--- src/rtl/assert_macros.svh ---
// Assertion macros shared by the channel effect engine RTL.
`ifndef ASSERT_MACROS_SVH
`define ASSERT_MACROS_SVH

// Check a property on every rising edge of clk outside reset.
`define ASSERT_ALWAYS(name, prop, msg) \
    name: assert property (@(posedge clk) disable iff (!rst_n) (prop)) \
        else $error(msg);

// Check that a condition never holds on a rising edge of clk outside reset.
`define ASSERT_NEVER(name, cond, msg) \
    name: assert property (@(posedge clk) disable iff (!rst_n) !(cond)) \
        else $error(msg);

`endif

--- src/rtl/tcee_pkg.sv ---
// Types, codes and constants of the channel effect engine.
`default_nettype none

package tcee_pkg;

    localparam int NOTE_COUNT_DEF = 96;
    localparam int VIB_LEN_DEF    = 64;
    localparam int TREM_LEN_DEF   = 64;

    localparam logic [10:0] PERIOD_MAX  = 11'h7FF;
    localparam logic [7:0]  FINE_CENTER = 8'h80;
    localparam logic [4:0]  DEPTH_BIAS  = 5'd2;

    typedef enum logic [2:0] {
        REQ_TICK    = 3'd0,
        REQ_CMD     = 3'd1,
        REQ_NOTE    = 3'd2,
        REQ_SILENCE = 3'd3,
        REQ_WRITE   = 3'd4
    } req_e;

    typedef enum logic [2:0] {
        CMD_PORTA = 3'd0,
        CMD_VIB   = 3'd1,
        CMD_TREM  = 3'd2,
        CMD_ARP   = 3'd3,
        CMD_FINE  = 3'd4,
        CMD_DOWN  = 3'd5,
        CMD_UP    = 3'd6
    } cmd_e;

    typedef enum logic [2:0] {
        FX_NONE  = 3'd0,
        FX_PORTA = 3'd1,
        FX_ARP   = 3'd4,
        FX_DOWN  = 3'd6,
        FX_UP    = 3'd7
    } fx_e;

    // Period update carried from the control stage to the period stage.
    typedef enum logic [2:0] {
        OP_NONE       = 3'd0,
        OP_LOAD       = 3'd1,
        OP_NOTE_PORTA = 3'd2,
        OP_PORTA_TICK = 3'd3,
        OP_DOWN       = 3'd4,
        OP_UP         = 3'd5,
        OP_CLEAR      = 3'd6,
        OP_TGT_CLEAR  = 3'd7
    } op_e;

    typedef struct packed {
        logic [2:0]  req_type;
        logic [2:0]  eff_cmd;
        logic [7:0]  eff_param;
        logic [6:0]  note;
        logic [10:0] table_value;
    } req_t;

    typedef struct packed {
        logic [10:0] period;
        logic        channel_on;
        logic [5:0]  vib_phase;
        logic [4:0]  vib_depth;
        logic [5:0]  trem_phase;
        logic [4:0]  trem_depth;
        logic [7:0]  fine_tune;
        logic [6:0]  sounding_note;
        logic        cmd_taken;
    } res_t;

    // Result fields settled in the control stage.
    typedef struct packed {
        logic        channel_on;
        logic [5:0]  vib_phase;
        logic [4:0]  vib_depth;
        logic [5:0]  trem_phase;
        logic [4:0]  trem_depth;
        logic [7:0]  fine_tune;
        logic [6:0]  sounding_note;
        logic        cmd_taken;
    } view_t;

    typedef struct packed {
        op_e        op;
        logic [7:0] speed;
        view_t      view;
    } stage_t;

    typedef struct packed {
        logic tick;
        logic set;
        logic clear;
    } lfo_ctl_t;

endpackage

`default_nettype wire

--- src/rtl/tcee_ram.sv ---
// Generic single write port, single read port RAM with registered read.
`default_nettype none

module tcee_ram #(
    parameter int WIDTH = 11,
    parameter int DEPTH = 96
) (
    input  wire logic                     clk,
    input  wire logic                     we,
    input  wire logic [$clog2(DEPTH)-1:0] waddr,
    input  wire logic [WIDTH-1:0]         wdata,
    input  wire logic                     re,
    input  wire logic [$clog2(DEPTH)-1:0] raddr,
    output logic      [WIDTH-1:0]         rdata
);

    logic [WIDTH-1:0] mem_reg [DEPTH];
    logic [WIDTH-1:0] rdata_reg;

    always_ff @(posedge clk)
    begin
        if (we)
        begin
            mem_reg[waddr] <= wdata;
        end
        if (re)
        begin
            rdata_reg <= mem_reg[raddr];
        end
    end

    assign rdata = rdata_reg;

endmodule

`default_nettype wire

--- src/rtl/tcee_lfo.sv ---
// Vibrato or tremolo oscillator: speed, depth and wrapping phase.
`default_nettype none

module tcee_lfo
    import tcee_pkg::*;
#(
    parameter int LEN = 64
) (
    input  wire logic       clk,
    input  wire logic       rst_n,
    input  wire logic       en,
    input  wire lfo_ctl_t   ctl,
    input  wire logic [7:0] param,
    output logic      [5:0] phase_next,
    output logic      [4:0] depth_next
);

    localparam int PW    = $clog2(LEN);
    localparam int SW    = $clog2(LEN + 15);
    localparam int STEPS = 15 / LEN + 1;

    logic [3:0]    speed_reg, speed_next;
    logic [4:0]    depth_reg, depth_nx;
    logic [PW-1:0] phase_reg, phase_nx;
    logic [SW-1:0] sum;

    always_comb
    begin
        speed_next = speed_reg;
        depth_nx   = depth_reg;
        phase_nx   = phase_reg;
        sum        = SW'(phase_reg) + SW'(speed_reg);
        // wrap the advanced phase back into the table length
        for (int i = 0; i < STEPS; i++)
        begin
            if (sum >= SW'(LEN))
            begin
                sum = sum - SW'(LEN);
            end
        end
        if (ctl.clear)
        begin
            speed_next = '0;
            phase_nx   = '0;
        end
        else if (ctl.set)
        begin
            depth_nx   = 5'(param[3:0]) + DEPTH_BIAS;
            speed_next = param[7:4];
            if (param == 8'h00)
            begin
                phase_nx = '0;
            end
        end
        else if (ctl.tick)
        begin
            phase_nx = PW'(sum);
        end
    end

    always_ff @(posedge clk or negedge rst_n)
    begin
        if (!rst_n)
        begin
            speed_reg <= '0;
            depth_reg <= '0;
            phase_reg <= '0;
        end
        else if (en)
        begin
            speed_reg <= speed_next;
            depth_reg <= depth_nx;
            phase_reg <= phase_nx;
        end
    end

    assign phase_next = 6'(phase_nx);
    assign depth_next = depth_nx;

endmodule

`default_nettype wire

--- src/rtl/tcee_ctrl.sv ---
// Control stage: request decode, effect state, table access and stage register.
`default_nettype none

`include "assert_macros.svh"

module tcee_ctrl
    import tcee_pkg::*;
#(
    parameter int NOTE_COUNT = NOTE_COUNT_DEF,
    parameter int VIB_LEN    = VIB_LEN_DEF,
    parameter int TREM_LEN   = TREM_LEN_DEF
) (
    input  wire logic                          clk,
    input  wire logic                          rst_n,
    input  wire logic                          adv,
    input  wire logic                          req_valid,
    input  wire req_t                          req,
    output logic                               ram_we,
    output logic [$clog2(NOTE_COUNT)-1:0]      ram_waddr,
    output logic [10:0]                        ram_wdata,
    output logic [$clog2(NOTE_COUNT)-1:0]      ram_raddr,
    output logic                               s1_valid,
    output stage_t                             s1
);

    localparam int AW = $clog2(NOTE_COUNT);

    function automatic logic [6:0] clamp_note(input logic [7:0] n);
        clamp_note = (n >= 8'(NOTE_COUNT)) ? 7'(NOTE_COUNT - 1) : n[6:0];
    endfunction

    logic       fire;
    logic [6:0] base_note_reg, base_note_next;
    logic [6:0] shown_note_reg, shown_note_next;
    fx_e        effect_reg, effect_next;
    logic [7:0] arp_offsets_reg, arp_offsets_next;
    logic [1:0] arp_step_reg, arp_step_next;
    logic [7:0] speed_reg, speed_next;
    logic [7:0] fine_reg, fine_next;
    logic       playing_reg, playing_next;
    logic       s1_valid_reg;
    stage_t     s1_reg;

    op_e        op;
    logic       taken;
    logic       wr_hit;
    logic [6:0] rd_note;
    logic [6:0] req_note;
    lfo_ctl_t   vib_ctl, trem_ctl;
    logic [5:0] vib_phase, trem_phase;
    logic [4:0] vib_depth, trem_depth;

    assign fire = adv && req_valid;

    always_comb
    begin
        base_note_next   = base_note_reg;
        shown_note_next  = shown_note_reg;
        effect_next      = effect_reg;
        arp_offsets_next = arp_offsets_reg;
        arp_step_next    = arp_step_reg;
        speed_next       = speed_reg;
        fine_next        = fine_reg;
        playing_next     = playing_reg;
        op               = OP_NONE;
        taken            = 1'b0;
        wr_hit           = 1'b0;
        rd_note          = base_note_reg;
        req_note         = clamp_note({1'b0, req.note});
        vib_ctl          = '0;
        trem_ctl         = '0;
        case (req.req_type)
            REQ_TICK:
            begin
                if (playing_reg)
                begin
                    vib_ctl.tick  = 1'b1;
                    trem_ctl.tick = 1'b1;
                    case (effect_reg)
                        FX_ARP:
                        begin
                            if (arp_offsets_reg != 8'h00)
                            begin
                                case (arp_step_reg)
                                    2'd0:
                                    begin
                                        rd_note       = base_note_reg;
                                        op            = OP_LOAD;
                                        arp_step_next = 2'd1;
                                    end
                                    2'd1:
                                    begin
                                        rd_note = clamp_note({1'b0, base_note_reg}
                                                             + 8'(arp_offsets_reg[7:4]));
                                        op      = OP_LOAD;
                                        // skip the third step when its offset is zero
                                        arp_step_next = (arp_offsets_reg[3:0] == 4'h0)
                                                        ? 2'd0 : 2'd2;
                                    end
                                    2'd2:
                                    begin
                                        rd_note = clamp_note({1'b0, base_note_reg}
                                                             + 8'(arp_offsets_reg[3:0]));
                                        op            = OP_LOAD;
                                        arp_step_next = 2'd0;
                                    end
                                    default:
                                    begin
                                        arp_step_next = 2'd0;
                                    end
                                endcase
                                if (op == OP_LOAD)
                                begin
                                    shown_note_next = rd_note;
                                end
                            end
                        end
                        FX_PORTA: op = OP_PORTA_TICK;
                        FX_DOWN:  op = OP_DOWN;
                        FX_UP:    op = OP_UP;
                        default:  op = OP_NONE;
                    endcase
                end
            end
            REQ_CMD:
            begin
                taken = 1'b1;
                case (req.eff_cmd)
                    CMD_PORTA:
                    begin
                        speed_next  = req.eff_param;
                        effect_next = FX_PORTA;
                        if (req.eff_param == 8'h00)
                        begin
                            op = OP_TGT_CLEAR;
                        end
                    end
                    CMD_VIB:  vib_ctl.set  = 1'b1;
                    CMD_TREM: trem_ctl.set = 1'b1;
                    CMD_ARP:
                    begin
                        arp_offsets_next = req.eff_param;
                        effect_next      = FX_ARP;
                    end
                    CMD_FINE: fine_next = req.eff_param;
                    CMD_DOWN:
                    begin
                        speed_next  = req.eff_param;
                        effect_next = FX_DOWN;
                    end
                    CMD_UP:
                    begin
                        speed_next  = req.eff_param;
                        effect_next = FX_UP;
                    end
                    default: taken = 1'b0;
                endcase
            end
            REQ_NOTE:
            begin
                base_note_next  = req_note;
                shown_note_next = req_note;
                rd_note         = req_note;
                arp_step_next   = 2'd0;
                playing_next    = 1'b1;
                op = (effect_reg == FX_PORTA && speed_reg != 8'h00)
                     ? OP_NOTE_PORTA : OP_LOAD;
            end
            REQ_SILENCE:
            begin
                speed_next       = '0;
                arp_offsets_next = '0;
                arp_step_next    = 2'd0;
                vib_ctl.clear    = 1'b1;
                trem_ctl.clear   = 1'b1;
                fine_next        = FINE_CENTER;
                playing_next     = 1'b0;
                op               = OP_CLEAR;
            end
            REQ_WRITE:
            begin
                wr_hit = ({1'b0, req.note} < 8'(NOTE_COUNT));
            end
            default:
            begin
                op = OP_NONE;
            end
        endcase
    end

    tcee_lfo #(
        .LEN(VIB_LEN)
    ) u_vib (
        .clk        (clk),
        .rst_n      (rst_n),
        .en         (fire),
        .ctl        (vib_ctl),
        .param      (req.eff_param),
        .phase_next (vib_phase),
        .depth_next (vib_depth)
    );

    tcee_lfo #(
        .LEN(TREM_LEN)
    ) u_trem (
        .clk        (clk),
        .rst_n      (rst_n),
        .en         (fire),
        .ctl        (trem_ctl),
        .param      (req.eff_param),
        .phase_next (trem_phase),
        .depth_next (trem_depth)
    );

    always_ff @(posedge clk or negedge rst_n)
    begin
        if (!rst_n)
        begin
            base_note_reg   <= '0;
            shown_note_reg  <= '0;
            effect_reg      <= FX_NONE;
            arp_offsets_reg <= '0;
            arp_step_reg    <= '0;
            speed_reg       <= '0;
            fine_reg        <= FINE_CENTER;
            playing_reg     <= 1'b0;
            s1_valid_reg    <= 1'b0;
        end
        else if (adv)
        begin
            s1_valid_reg <= req_valid;
            if (req_valid)
            begin
                base_note_reg   <= base_note_next;
                shown_note_reg  <= shown_note_next;
                effect_reg      <= effect_next;
                arp_offsets_reg <= arp_offsets_next;
                arp_step_reg    <= arp_step_next;
                speed_reg       <= speed_next;
                fine_reg        <= fine_next;
                playing_reg     <= playing_next;
            end
        end
    end

    always_ff @(posedge clk)
    begin
        if (fire)
        begin
            s1_reg.op                 <= op;
            s1_reg.speed              <= speed_reg;
            s1_reg.view.channel_on    <= playing_next;
            s1_reg.view.vib_phase     <= vib_phase;
            s1_reg.view.vib_depth     <= vib_depth;
            s1_reg.view.trem_phase    <= trem_phase;
            s1_reg.view.trem_depth    <= trem_depth;
            s1_reg.view.fine_tune     <= fine_next;
            s1_reg.view.sounding_note <= shown_note_next;
            s1_reg.view.cmd_taken     <= taken;
        end
    end

    assign ram_we    = fire && wr_hit;
    assign ram_waddr = AW'(req.note);
    assign ram_wdata = req.table_value;
    assign ram_raddr = AW'(rd_note);
    assign s1_valid  = s1_valid_reg;
    assign s1        = s1_reg;

    `ASSERT_NEVER(a_arp_step_legal, arp_step_reg == 2'd3,
                  "arpeggio step left its three-step cycle")
    `ASSERT_ALWAYS(a_hold_on_stall,
                   !adv |=> $stable(base_note_reg) && $stable(arp_step_reg)
                            && $stable(s1_valid_reg),
                   "control state moved while the pipeline was stalled")

endmodule

`default_nettype wire

--- src/rtl/tcee_period.sv ---
// Period stage: applies table data and slides, holds the result register.
`default_nettype none

`include "assert_macros.svh"

module tcee_period
    import tcee_pkg::*;
(
    input  wire logic        clk,
    input  wire logic        rst_n,
    input  wire logic        adv,
    input  wire logic        s1_valid,
    input  wire stage_t      s1,
    input  wire logic [10:0] rdata,
    output logic             res_valid,
    output res_t             res
);

    logic [10:0] cur_reg, cur_next;
    logic [10:0] tgt_reg, tgt_next;
    logic [11:0] sum;
    logic [10:0] dif;
    logic        res_valid_reg;
    res_t        res_reg;

    always_comb
    begin
        cur_next = cur_reg;
        tgt_next = tgt_reg;
        sum      = {1'b0, cur_reg} + 12'(s1.speed);
        dif      = (cur_reg > 11'(s1.speed)) ? cur_reg - 11'(s1.speed) : '0;
        case (s1.op)
            OP_LOAD: cur_next = rdata;
            OP_NOTE_PORTA:
            begin
                // jump only when no target was set before
                if (tgt_reg == '0)
                begin
                    cur_next = rdata;
                end
                tgt_next = rdata;
            end
            OP_PORTA_TICK:
            begin
                if (s1.speed != 8'h00 && tgt_reg != '0)
                begin
                    if (cur_reg > tgt_reg)
                    begin
                        cur_next = (dif < tgt_reg) ? tgt_reg : dif;
                    end
                    else if (cur_reg < tgt_reg)
                    begin
                        cur_next = (sum > {1'b0, tgt_reg}) ? tgt_reg : sum[10:0];
                    end
                end
            end
            OP_DOWN:
            begin
                cur_next = (sum > {1'b0, PERIOD_MAX}) ? PERIOD_MAX : sum[10:0];
            end
            OP_UP: cur_next = dif;
            OP_CLEAR:
            begin
                cur_next = '0;
                tgt_next = '0;
            end
            OP_TGT_CLEAR: tgt_next = '0;
            default:
            begin
                cur_next = cur_reg;
            end
        endcase
    end

    always_ff @(posedge clk or negedge rst_n)
    begin
        if (!rst_n)
        begin
            cur_reg       <= '0;
            tgt_reg       <= '0;
            res_valid_reg <= 1'b0;
        end
        else if (adv)
        begin
            res_valid_reg <= s1_valid;
            if (s1_valid)
            begin
                cur_reg <= cur_next;
                tgt_reg <= tgt_next;
            end
        end
    end

    always_ff @(posedge clk)
    begin
        if (adv && s1_valid)
        begin
            res_reg.period        <= cur_next;
            res_reg.channel_on    <= s1.view.channel_on;
            res_reg.vib_phase     <= s1.view.vib_phase;
            res_reg.vib_depth     <= s1.view.vib_depth;
            res_reg.trem_phase    <= s1.view.trem_phase;
            res_reg.trem_depth    <= s1.view.trem_depth;
            res_reg.fine_tune     <= s1.view.fine_tune;
            res_reg.sounding_note <= s1.view.sounding_note;
            res_reg.cmd_taken     <= s1.view.cmd_taken;
        end
    end

    assign res_valid = res_valid_reg;
    assign res       = res_reg;

    `ASSERT_ALWAYS(a_period_hold_on_stall,
                   !adv |=> $stable(cur_reg) && $stable(tgt_reg),
                   "period state moved while the result was stalled")

endmodule

`default_nettype wire

--- src/rtl/tracker_channel_effect_engine_unit.sv ---
// Top level of the per-channel tracker effect engine.
//
// Usage:
//   Requests enter on req (valid/ready): frame tick, effect command, note on,
//   silence or period table write. Every accepted request yields exactly one
//   item on res (valid/ready) with the channel period after effects, the
//   vibrato and tremolo phase and depth, fine pitch, sounding note and a flag
//   for a recognised effect command.
//   A result passes the control stage with the table read, then the period
//   stage, and is registered at the end of each.
//   Throughput: one request per cycle while res is not stalled; the table
//   memory has one write and one read port, a write is seen by the very next request.
//   Reset: all channel state clears, fine pitch returns to center, the channel
//   is silent. The period table holds nothing useful until it is written.
//   Stall: while res is valid and not taken the whole pipeline holds and
//   req_ready drops; it stays high whenever the result register is empty.
`default_nettype none

`include "assert_macros.svh"

module tracker_channel_effect_engine_unit
    import tcee_pkg::*;
#(
    parameter int NOTE_COUNT = NOTE_COUNT_DEF,
    parameter int VIB_LEN    = VIB_LEN_DEF,
    parameter int TREM_LEN   = TREM_LEN_DEF
) (
    input  wire logic clk,
    input  wire logic rst_n,
    input  wire logic req_valid,
    output logic      req_ready,
    input  wire req_t req,
    output logic      res_valid,
    input  wire logic res_ready,
    output res_t      res
);

    localparam int AW = $clog2(NOTE_COUNT);

    logic          adv;
    logic          ram_we;
    logic [AW-1:0] ram_waddr;
    logic [10:0]   ram_wdata;
    logic [AW-1:0] ram_raddr;
    logic [10:0]   ram_rdata;
    logic          s1_valid;
    stage_t        s1;

    // advance the pipeline whenever the result register can take a new item
    assign adv       = !res_valid || res_ready;
    assign req_ready = adv;

    tcee_ctrl #(
        .NOTE_COUNT (NOTE_COUNT),
        .VIB_LEN    (VIB_LEN),
        .TREM_LEN   (TREM_LEN)
    ) u_ctrl (
        .clk       (clk),
        .rst_n     (rst_n),
        .adv       (adv),
        .req_valid (req_valid),
        .req       (req),
        .ram_we    (ram_we),
        .ram_waddr (ram_waddr),
        .ram_wdata (ram_wdata),
        .ram_raddr (ram_raddr),
        .s1_valid  (s1_valid),
        .s1        (s1)
    );

    tcee_ram #(
        .WIDTH (11),
        .DEPTH (NOTE_COUNT)
    ) u_table (
        .clk   (clk),
        .we    (ram_we),
        .waddr (ram_waddr),
        .wdata (ram_wdata),
        .re    (adv),
        .raddr (ram_raddr),
        .rdata (ram_rdata)
    );

    tcee_period u_period (
        .clk       (clk),
        .rst_n     (rst_n),
        .adv       (adv),
        .s1_valid  (s1_valid),
        .s1        (s1),
        .rdata     (ram_rdata),
        .res_valid (res_valid),
        .res       (res)
    );

    `ASSERT_ALWAYS(a_ready_when_empty, !res_valid |-> req_ready,
                   "request side blocked with an empty result register")

endmodule

`default_nettype wire

--- config.mk ---
export PLATFORM = sky130hd
export DESIGN_NAME = tracker_channel_effect_engine_unit
export DESIGN_NICKNAME = d
export VERILOG_FILES = /design/src/rtl/tcee_pkg.sv /design/src/rtl/tcee_ram.sv /design/src/rtl/tcee_lfo.sv /design/src/rtl/tcee_ctrl.sv /design/src/rtl/tcee_period.sv /design/src/rtl/tracker_channel_effect_engine_unit.sv
export VERILOG_INCLUDE_DIRS = /design/src /design/src/rtl
export SDC_FILE = /design/constraint.sdc
export NUM_CORES = 2
export LEC_CHECK = 0
export BUFFER_PORTS_ARGS = -buffer_cell sky130_fd_sc_hd__buf_2
export CAP_MARGIN = 25
export CORE_MARGIN = 4
export CORE_UTILIZATION = 68
export CTS_CLUSTER_DIAMETER = 40
export CTS_CLUSTER_SIZE = 24
export DETAILED_ROUTE_END_ITERATION = 7
export PLACE_DENSITY_LB_ADDON = 0.2
export SLEW_MARGIN = 30
export SYNTH_ARGS = -nofsm -noshare
export SYNTH_HDL_FRONTEND = slang
export SYNTH_SLANG_ARGS = --single-unit
--- constraint.sdc ---
create_clock -name clk -period 8.5 [get_ports clk]
set_clock_uncertainty 0.15 [all_clocks]
set_input_delay 0.425 -clock clk [delete_from_list [all_inputs] [get_ports clk]]
set_output_delay 0.425 -clock clk [all_outputs]
set_load 0.01 [all_outputs]
* After elaboration in Yosys (flattened, before gate mapping)
Memories as Yosys holds them, arrays and structs flattened. A register that Yosys moved wholly into a read port is not among the register bits.
Cells that the tools add are included.
** Word-level totals
- Output and inout bits :: 52
- RAM bits :: 1056
- Memories kept :: 1
- Register bits :: 198
** Memories
- u_table.mem_reg :: depth 96, width 11, read ports 1, clocked after memory_dff 1, write ports 1, RTL line tcee_ram.sv:17 : logic [WIDTH-1:0] mem_reg [DEPTH];
** Cells by class
- Equal/unequal tests :: 29
- $add $sub $neg :: 9
- Reductions and logical operators :: 38
- Order comparisons :: 12
- Mux-type cells :: 78
** Operator list (count)
- $mux 11 :: 8
- $mux 7 :: 10
- $pmux 11 s6 :: 1
- $mux 6 :: 10
- $pmux 8 s2 :: 3
- $pmux 7 s2 :: 3
- $pmux 3 s4 :: 3
- $eq 3x3->1 const B :: 11
- $mux 3 :: 8
- $mux 8 :: 3
- $reduce_bool 8->1 :: 3
- $lt 11x11->1 :: 2
- $pmux 11 s2 :: 1
- $ge 7x7->1 const B :: 3
- $mux 5 :: 4
- $eq 3x2->1 const B :: 6
- $add 7x4->8 :: 2
- $ge 8x7->1 const B :: 2
- $mux 4 :: 4
- $eq 3x1->1 const B :: 5
- $add 6x4->7 :: 2
- $add 11x8->12 :: 1
- $gt 12x11->1 :: 1
- $gt 12x11->1 const B :: 1
- 32 further kinds :: 69

* Depth between registers and ports, before layout
- Depth in word-level cells :: 13
- Depth in mapped cells :: 21
- Mapped depth without buffers :: 19

* Modules after synthesis
A second synthesis with hierarchy kept.
** Unflattened totals
- Cell total of the unflattened synthesis :: 3205
- Area, all modules :: 54263.3 um^2
** Modules (own cells, without submodules)
- tcee_ram :: area an instance 41168.2 um^2, times used 1, cells each 1840
- tcee_period :: area an instance 5836.8 um^2, times used 1, cells each 640
- tcee_ctrl :: area an instance 5182.5 um^2, times used 1, cells each 500
- tcee_lfo :: area an instance 1034.7 um^2, times used 2, cells each 112
- tracker_channel_effect_engine_unit :: area an instance 6.3 um^2, times used 1, cells each 1

* Worst setup path before layout
No wires, ideal clock.
- Path type :: flip-flop to flip-flop
- From :: register u_period.cur_reg[7]
- To :: register u_period.res_reg (netlist bit u_period.res[46]), data pin
- Period minus slack after synthesis :: 4.684 ns
- Data required time :: 8.095 ns
- Setup slack :: 3.816 ns
- Cell stages (with the launch flop) :: 18
- Arrival time :: 4.280 ns
- Cell sequence :: dfrtp_1 -> ha_1 -> clkbuf_1 -> or3b_2 -> nor3_1 -> o21ai_0 -> a31o_2 -> a21oi_1 -> ha_1 -> a21o_1 -> a21o_1 -> a211oi_1 -> o21ai_0 -> a21oi_1 -> nand2_1 -> a2111oi_0 -> o311ai_0 -> and2_1
** Between the ends
- Word-level cells in the longest chain between the ends :: 7
- Elaborated cells on any way between the ends :: 17
- Those cells by class :: 2 x add/sub; 6 x order compare; 9 x mux
** Ends and longest elaborated chain
- start, declared :: RTL line tcee_period.sv:19 : logic [10:0] cur_reg, cur_next;
- start signal, assigned :: RTL line tcee_period.sv:88 : cur_reg <= cur_next;
- $add 11x8->12, or another cell as far along :: RTL line tcee_period.sv:30 : sum = {1'b0, cur_reg} + 12'(s1.speed);
- $gt 12x11->1 or $mux 11 (tied branches) :: RTL line tcee_period.sv:53, tcee_period.sv:31
- $mux 11 or $lt 11x11->1 (tied branches) :: RTL line tcee_period.sv:53, tcee_period.sv:49
- $mux 11 (on tied branches) :: RTL line tcee_period.sv:51, tcee_period.sv:49
- $mux 11 :: RTL line tcee_period.sv:47 : if (cur_reg > tgt_reg)
- $mux 11 :: RTL line tcee_period.sv:45 : if (s1.speed != 8'h00 && tgt_reg != '0)
- $pmux 11 s6 * :: RTL line tcee_period.sv:32 : case (s1.op)
- via u_period.cur_next[7] :: RTL line tcee_period.sv:19
- end, declared :: RTL line tcee_period.sv:24 : res_t res_reg;
Mark *: on every way through the listed nets, which the timed path passes. The rest lies on a longest branch.
A chain may end at the register's enable or synchronous reset.

* Worst setup path in the final report
Same ends and word-level chain as after synthesis.

==> summary.txt <==
Run status -> finished, violations left
Failing checks -> DRC
Vias in the first global route -> 36550
Area added between synthesis and finish -> 11.66%
Total instance count after detailed placement -> 5154
Required time of the worst setup path -> 8.83 ns
Number of nets in the synthesized netlist -> 4353
Die Outline Area -> 85360 sq um
Starting DRT DRC Count -> 5678
Top Ports -> 88
Chip Height -> 292.2 um
Number of placement rows -> 103
Overall routing resource usage -> 35.01%
Area of the core -> 79520 sq um
Clock tree sinks -> 1265
Crit path buf inv count -> 0
Clock latency reported for the late side of the worst-skew pair -> 0.75 ns
Synth Instances -> 4242
Clock slew seen by the registers of the worst setup and hold paths -> 0.06 ns
Drt pass-1 iters -> 8
Tightest Hold Check Type -> input pin to flip-flop
Part of the power in the clock network -> 34.2%
Average wire per standard cell -> 27.85 um
Clock Root Buffer -> sky130_fd_sc_hd__clkbuf_16
Final Setup Violations -> 0
Crit path capture type -> flip-flop
Num CTS Buffers -> 138
Switch Pwr -> 6039 uW
Delay of the slowest critical-path stage -> 0.66 ns
Sequential Power Share -> 40.5%
Ratio of routed vias to standard cells -> 7.012
Portion of the post-synthesis area used by sequential elements -> 68.29%
Initial core utilization -> 69.05%
Power per cell area -> 296.1 nW/um^2
Arrival time reported for the critical path endpoint -> 6.58 ns
Share of cells above drive strength 1 -> 12.44%
First-pass GRT wire length -> 226.8 mm
Worst supply voltage drop on vdd -> 0.0002670 V
Htree depth -> 4
Placement Cell Area -> 56180 sq um
Yosys synthesis warning count -> 0
Number of max-slew violations in the final report -> 0
Cell with the most instances after synthesis -> sky130_fd_sc_hd__edfxtp_1
Leakage power of the design -> 0.02123 uW
Half-perimeter wire length after detailed placement -> 88.49 mm
Share of the clock period used by the worst path after layout -> 73.57%
Horizontal die dimension -> 292.2 um
Gr ovfl total -> 0
Min Tclk post-route -> 6.254 ns
Post-cts resize count -> 0
Share of synthesized registers carrying an async set or reset -> 7.747%
Combinational cell fraction of total power -> 25.3%
Number of vias in the routed layout -> 38110
Sequence of cells on the critical path -> ha_1 > or3b_2 > nor3_1 > o21ai_0 > a31o_2 > a21oi_1 > ha_1 > a21o_1 > a21o_1 > a211oi_1 > o21ai_0 > a21oi_1 > nand2_1 > a2111oi_0 > o311ai_0 > and2_1
Maximum clock rate -> 159.9 MHz
Number of buffers between clock root and the deepest sink -> 3
Setup total negative slack -> 0 ns
Total Routed Length -> 151.4 mm
Count of antenna-violating nets left after detailed routing -> 0
Max transition margin -> 29.93%
Primary FF master, synth -> sky130_fd_sc_hd__edfxtp_1
DRC violations left -> 4
Final GP Congestion -> 0.9566
Layout Nets -> 4375
Startpoint kind of the worst setup timing path -> flip-flop
CP delay by family, top -> compound AO/OA/AOI/OAI gates
Internal power -> 12120 uW
Number of violations of the max-capacitance limit -> 0
Distinct cell type count of the synthesized netlist -> 96
Layout Cells excl Fill -> 5435
Count of port buffers added during placement -> 87
Total power draw -> 18160 uW
Number of antenna violations at the first check in global routing -> 4
Dominant cell type by area after synthesis -> sky130_fd_sc_hd__edfxtp_1
Sw Ratio -> 33.26%
Leading cell types by count after synthesis -> sky130_fd_sc_hd__edfxtp_1 (1167), sky130_fd_sc_hd__nand2_1 (671), sky130_fd_sc_hd__nand3_1 (278)
Critical path class -> flip-flop to flip-flop
Pin count of the biggest net entering global routing -> 173
Cell area after synthesis -> 54910 sq um
Transition time at the pin with the least slew margin -> 1.049 ns
Top cell type's share of synthesized area -> 63.82%
Post-synth EDFFs -> 1167
Number of synthesized register bits -> 1265
Worst Hold Slack -> 0.04777 ns
RSZ-0062 raised after global routing -> no
Max reg flops -> 1056
Avg Inst Size Synth -> 12.94 sq um
Top cells by area, synth -> sky130_fd_sc_hd__edfxtp_1 (64%), sky130_fd_sc_hd__nand2_1 (4.6%), sky130_fd_sc_hd__dfrtp_1 (4.4%)
Critical path fanouts, max -> 16
Critical-path cell with the highest stage delay -> sky130_fd_sc_hd__a2111oi_0
TritonCTS clock tree -> yes
Final instance area -> 61310 sq um
Number of endpoints with negative hold slack in the final report -> 0
==> cell type report <==
type	count	area, sq um
tap	1050	1314
inverter	61	229.0
antenna	5	12.51
sequential	1265	37500
clock buffer	152	3548
clock inverter	104	1241
timing repair buffer	164	1207
fill	4612	18200
multi-input combinational	2634	16260
==> routing by layer <==
layer	track usage [%]	part of all wire, %	up-vias
met3	8.366	12	436
met2	53.78	46	2740
met1	48.43	36	18610
met4	15.71	5.0	2
li1	-	-	16320
met5	0	0.033	-
==> kinds of logic after synthesis <==
logic type               share of synthesized area [%]
AND/OR/NAND/NOR                                  11.73
flip-flops                                       68.29
AO/OA/AOI/OAI                                    12.48
buffers and inverters                            2.746
multiplexers                                     2.582
adder cells (fa/ha/maj)                          1.791
XOR/XNOR                                        0.3828
==> timing repair <==
| action | 4_1_cts | 5_1_grt |
|---|---|---|
| hold buffers | 19 | 0 |
| setup endpoints to repair | 0 | 0 |
| hold endpoints to repair | 87 | 0 |
| setup buffers | 0 | 0 |
==> worst min-delay path, delay by kind of cell <==
family / cells / cell delay (ns)
buffers and inverters: 2 / 0.30
AOI/OAI and AO/OA: 1 / 0.12
and+or+nand+nor: 1 / 0.04
==> metrics by stage <==
step / utilization, % / setup WS, ns
4_1_cts: 76.92 / 2.369
3_5_place_dp: 70.66 / 2.380
5_1_grt: 77.10 / 2.014
2_1_floorplan: - / 3.816
3_3_place_gp: 70.44 / 2.499
6_report: 77.11 / 2.246
==> cells in the final DEF (no fill, tap or decap), types with 75 or more instances in the layout <==
cell,instances
sky130_fd_sc_hd__nor2_2,80
sky130_fd_sc_hd__nor2_1,102
sky130_fd_sc_hd__clkbuf_16,140
sky130_fd_sc_hd__dfrtp_1,97
sky130_fd_sc_hd__mux2i_1,82
sky130_fd_sc_hd__edfxtp_1,1167
sky130_fd_sc_hd__a221oi_1,110
sky130_fd_sc_hd__o21ai_0,172
sky130_fd_sc_hd__nand2_1,663
sky130_fd_sc_hd__a21oi_1,219
sky130_fd_sc_hd__buf_2,75
sky130_fd_sc_hd__a211oi_1,124
sky130_fd_sc_hd__nand3_1,277
==> power by group through the flow <==
stage	Combinational [uW]	Sequential [uW]	Clock, uW
floorplan	3060	7320	0
global placement	4370	7470	0
detailed placement	4400	7480	0
CTS	4460	7350	6220
global route	4920	7370	6520
finish	4590	7360	6200
==> worst paths after layout <==
path	from	slack, ns	to	cells past startpoint
hold / removal	req_valid	0.05	u_ctrl.s1_valid	4
hold reg to reg	u_ctrl.s1[2]	0.26	u_period.res[2]	0
max in group asynchronous	rst_n	6.87	u_period.cur_reg[3]	3
setup / recovery	u_period.cur_reg[7]	2.25	u_period.res[46]	16
min in group asynchronous	rst_n	0.06	u_ctrl.u_vib.phase_reg[5]	2
setup reg to reg	u_period.cur_reg[7]	2.25	u_period.res[46]	16
No activity file was read; power rests on OpenSTA's default activity.
